### config.mk
export PLATFORM = sky130hd
export DESIGN_NAME = gfsr_pm_step
export DESIGN_NICKNAME = d
export VERILOG_FILES = /design/src/sv/gfsr_r1279_generator_core_defines.svh /design/src/sv/gfsr_pkg.sv /design/src/sv/gfsr_pm_step.sv
export SDC_FILE = /design/constraint.sdc
export NUM_CORES = 1
export LEC_CHECK = 0
export BUFFER_PORTS_ARGS = -buffer_cell sky130_fd_sc_hd__buf_2
export CAP_MARGIN = 20
export CORE_ASPECT_RATIO = 0.5
export CORE_MARGIN = 2
export CORE_UTILIZATION = 50
export DETAILED_ROUTE_END_ITERATION = 16
export GPL_TIMING_DRIVEN = 0
export PLACE_DENSITY = 0.68
export SLEW_MARGIN = 15
export SYNTH_ARGS = -nofsm -noshare
export SYNTH_HDL_FRONTEND = slang
export SYNTH_SLANG_ARGS = --single-unit
### constraint.sdc
create_clock -name clk -period 17.1 [get_ports clk]
set_clock_uncertainty 0.2 [all_clocks]
set_input_delay 0 -clock clk [delete_from_list [all_inputs] [get_ports clk]]
set_output_delay 0 -clock clk [all_outputs]
set_load 0.1 [all_outputs]
### src/sv/gfsr_r1279_generator_core_defines.svh
// ---------------------------------------------------------------------------
// GFSR R1279 generator assertion macros
// Shared concurrent assertion forms, clocked on clk, disabled in reset.
// ---------------------------------------------------------------------------
`ifndef GFSR_R1279_GENERATOR_CORE_DEFINES_SVH
`define GFSR_R1279_GENERATOR_CORE_DEFINES_SVH

// same-cycle implication
`define GFSR_CHECK(label, ante, cons, msg) \
    label: assert property (@(posedge clk) disable iff (!rst_n) (ante) |-> (cons)) \
        else $error(msg);

// next-cycle implication
`define GFSR_CHECK_NEXT(label, ante, cons, msg) \
    label: assert property (@(posedge clk) disable iff (!rst_n) (ante) |=> (cons)) \
        else $error(msg);

`endif

### src/sv/gfsr_pkg.sv
// ---------------------------------------------------------------------------
// GFSR package
// Constants, request and status codes, sequencer states and the
// Park-Miller fold shared by the generator files.
// ---------------------------------------------------------------------------
package gfsr_pkg;

    localparam int TABLE_LEN_DEF = 1279;
    localparam int SHORT_LAG_DEF = 1063;

    localparam logic [14:0] PM_MULT = 15'd16807;
    localparam logic [30:0] PM_MOD  = 31'h7fffffff;

    localparam logic REQ_DRAW = 1'b0;
    localparam logic REQ_SEED = 1'b1;

    localparam logic [1:0] ST_OK       = 2'd0;
    localparam logic [1:0] ST_UNSEEDED = 2'd1;
    localparam logic [1:0] ST_REJECTED = 2'd2;

    typedef enum logic [2:0] {
        S_IDLE,
        S_DRAW,
        S_SEED_MUL,
        S_SEED_RED,
        S_EMIT
    } state_t;

    // reduce a value below twice the modulus
    function automatic logic [30:0] pm_fold(input logic [31:0] s);
        logic [31:0] t;
        t = s - {1'b0, PM_MOD};
        pm_fold = (s >= {1'b0, PM_MOD}) ? t[30:0] : s[30:0];
    endfunction

endpackage

### src/sv/gfsr_pm_step.sv
// ---------------------------------------------------------------------------
// GFSR Park-Miller step
// Registered multiply by 16807, then fold modulo 2^31 - 1.
// ---------------------------------------------------------------------------
module gfsr_pm_step
(
    input  logic        clk,
    input  logic [30:0] x,
    output logic [30:0] y
);

    logic [45:0] prod_reg;
    logic [31:0] fold_sum;

    always_ff @(posedge clk)
    begin
        prod_reg <= {15'd0, x} * {31'd0, gfsr_pkg::PM_MULT};
    end

    assign fold_sum = {17'd0, prod_reg[45:31]} + {1'b0, prod_reg[30:0]};
    assign y        = gfsr_pkg::pm_fold(fold_sum);

endmodule

* Yosys cells after proc, flatten, opt, wreduce, memory -nomap -nowiden *
Cells that the tools add are included.

word-level totals
  flip-flop bits (word level) = 46
  bits in latches = 0
  memory bits (writable) = 0
  ROM bits = 0
  word-level logic and storage cells = 6
  memories kept = 0

operators by class
  $add $sub $neg = 2
  $mul = 1
  divide/modulo/power cells = 0
  order comparisons = 1
  equality and inequality tests = 0
  shifts and indexed selects = 0
  muxes and demuxes = 1
  bitwise gates (word level) = 0
  reductions and logical operators = 0

operators with widths
  cell                    count
  $mul 31x15->46 const B  1
  $add 15x31->32          1
  $ge 32x31->1 const B    1
  $mux 31                 1
  $sub 31x31->31 const B  1

* Depth between registers and ports, before layout *
  depth in word-level cells = 3
  depth in mapped cells = 23

* Worst setup path before layout *
No wires, ideal clock.

  path type = reg-to-output
  from = register prod_reg[0]
  to = output y[9]
  data arrival time = 5.991 ns
  slack = 10.909 ns
  cell stages (with the launch flop) = 12
  path through = dfxtp_1 -> ha_1 -> fa_1 -> a211oi_1 -> o21ai_1 -> a21o_1 -> o2bb2ai_1 -> xnor2_1 -> nor4b_1 -> nand4_1 -> nor2_1 -> o311ai_0

between the ends
  longest elaborated chain between the ends = 3
  elaborated cells between the ends (all ways) = 4

ends and longest elaborated chain
  what                                                   RTL line                        source
  start, declared                                        gfsr_pm_step.sv:12              logic [45:0] prod_reg;
  start signal, assigned                                 gfsr_pm_step.sv:17              prod_reg <= {15'd0, x} * {31'd0, gfsr_pkg::PM_MULT};
  $add 15x31->32 *                                       gfsr_pm_step.sv:20              assign fold_sum = {17'd0, prod_reg[45:31]} + {1'b0, prod_reg[30:0]};
  $sub 31x31->31 / $ge 32x31->1 (equally long branches)  gfsr_pkg.sv:32, gfsr_pkg.sv:33
  $mux 31 *                                              gfsr_pkg.sv:33                  pm_fold = (s >= {1'b0, PM_MOD}) ? t[30:0] : s[30:0];
  end, declared                                          gfsr_pm_step.sv:9               output logic [30:0] y

Mark *: on every way between the ends. The rest lies on a longest branch, timed or not.

* Final worst setup path *
  from = input x[29]
  to = register prod_reg[41]

between the ends
  longest elaborated chain between the ends = 1

ends and longest elaborated chain
  what             RTL line            source
  start, declared  gfsr_pm_step.sv:8   input logic [30:0] x,
  $mul 31x15->46   gfsr_pm_step.sv:17

No other way between the ends.

==> results.ini <==
[synth]
synth_top_flop_cell = dfxtp_1
synth_top_family_by_area = adder cells
netlist_instances = 1203
synth_xor_area_share_pct = 5.36
synth_seq_cells = 46
synth_top_area_cell = fa_1
synth_compound_area_share_pct = 13.7
ys_seq_area_share_pct = 8.70
yosysMostFrequentCell = inv_1
avgSynthCellArea_um2 = 8.80
synth_fa_ha_area_share_pct = 49.3
syn_nets = 1572
synthSimpleGateAreaFrac_pct = 10.8
synth_edf_count = 0
synthDistinctLibCells = 84
netlist_top_cells_count = inv_1 (317), ha_1 (203), fa_1 (134)
syn_area_um2 = 10600
synth_area_leaders = fa_1 (25%), ha_1 (24%), inv_1 (11%)
ys_warn_count = 0
synthMuxAreaShare_pct = 0.307
netlist.area_leader.share_pct = 25.3
async_reset_ff_share_pct = 0

[detailed_routing]
route.detailed.drc = 0
vias = 8181
first_iter_violations = 498
wl_per_cell_um = 14.7
viasPerCell = 5.28
ant_nets = 0
routed_wl_um = 22700
firstDrtPassIters = 5

[clock_network]
cts_root_buf = clkbuf_16
clkTransAtPathRegs_ps = 60
cts_tree = built
numCtsBuffers = 5
cts-htree-levels = 2
cts.path.max_buffers = 2
clkSinkCount = 46

[die]
die_w_um = 210
initial_core_util_pct = 51.3
num_io_pins = 63
dieArea_um2 = 22400
die_h_um = 107
fp.coreArea_um2 = 20600
row_count = 37

[global_route]
grt_use_total_pct = 22.0
grt.overflow.total = 0
antenna_found_initial = 2
grt_pass1_vias = 8381
grt_max_degree = 15
grt_pass1_wl_um = 39900

[timing]
final.period_utilization_pct = 38.0
max_slew_margin_pct = 48.5
fmax_mhz = 154
setup_violations = 0
period_needed_ps = 6490
rsz0062_at_grt = false
setup_tns_ps = 0
setup_ws_ps = 10610
holdWs_ps = 69.6
hold_viol = 0
worst_pin_slew_ps = 765
slew_viol_final = 0

[final_layout]
drive_gt1_share_pct = 7.75
num_antenna_cells = 0
nets = 1645
postLayoutCellArea_um2 = 11400
area_delta_synth_final_pct = 7.96
largest_register_ffs = 46

[place]
port-buffer-count = 62
dp_hpwl_um = 20200
placed_area_um2 = 11200
gp_congestion = 0.902
pre_cts_ws_ps = 10700

[setup_path]
critical_path_peak_fanout = 6
path_class = input pin to flip-flop
worst_ep_arrival_time_ps = 6520
critPathLaunchType = input pin
cp-end-kind = flip-flop
required_ps = 17120

[worst_hold_path]
hold_class = input pin to flip-flop

[status]
status = complete, no violations

[flow_run]
maxCapViolations = 0

## final timing paths
kind | start | endpoint | slack [ps] | depth (start not counted)
hold / removal | x[28] | prod_reg[42] | 70 | 3
setup / recovery | x[29] | prod_reg[41] | 10610 | 25
## stage by stage
step                util, %  instances
floorplan                 -       1203
global placement       54.4       1538
detailed placement     54.4       1538
CTS                    55.4       1550
global route           55.4       1550
finish                 55.4       1550
## layer usage
metal,track usage (%),part of all wire (%),vias up
li1,-,-,4083
met1,32.4,52,3964
met2,36.3,44,125
met3,2.34,4.3,9
met4,1.93,0.41,0
met5,0,0,-
## repair_timing
item | 4_1_cts | 5_1_grt
buffers inserted | 0 | 0
resized for setup | 0 | 0
endpoints found under the hold margin | 4 | 0
hold buffers | 4 | 0
## cell type report
class | instances | area (um^2)
fillers | 1900 | 9210
multi-input cells | 827 | 8420
inverters | 317 | 1190
flip-flops and latches | 46 | 921
repair buffers | 66 | 350
well taps | 273 | 342
clock buffers | 6 | 139
plain buffers | 13 | 63.8
clock inverters | 2 | 12.5
## critical path, cell delays in order
cell and delay, ps:
dlygate4sd3_1 510, buf_2 190, inv_1 140, fa_1 510, inv_1 50, ha_1 260, inv_1 50, fa_1 500
inv_1 50, fa_1 460, fa_1 550, inv_1 50, fa_1 530, inv_1 40, ha_1 370, or2_2 310
a21oi_1 140, a21oi_1 80, a32o_1 260, o311a_1 400, o21a_1 200, o41a_1 350, a21o_1 190, a21oi_1 170
xnor2_1 130
## cell families after synthesis
| family | after synthesis |
|---|---|
| compound gates | 209 |
| buf+inv | 330 |
| fa+ha+maj | 337 |
| xor+xnor | 64 |
| flops | 46 |
| mux | 3 |
| simple gates | 214 |
## cells in the final DEF, fill, tap and decap left out, types with 22 or more instances in the layout
| cell type | count |
|---|---|
| xnor2_1 | 46 |
| o21ai_0 | 38 |
| buf_2 | 63 |
| a21o_1 | 27 |
| fa_1 | 134 |
| inv_1 | 317 |
| nand2_1 | 41 |
| a21oi_1 | 53 |
| dfxtp_1 | 46 |
| nor2_1 | 57 |
| nand3_1 | 22 |
| ha_1 | 203 |
Power is left out: the tool's default activity adds up to more than one toggle a clock period on the data nets, which glitch-free logic cannot reach.
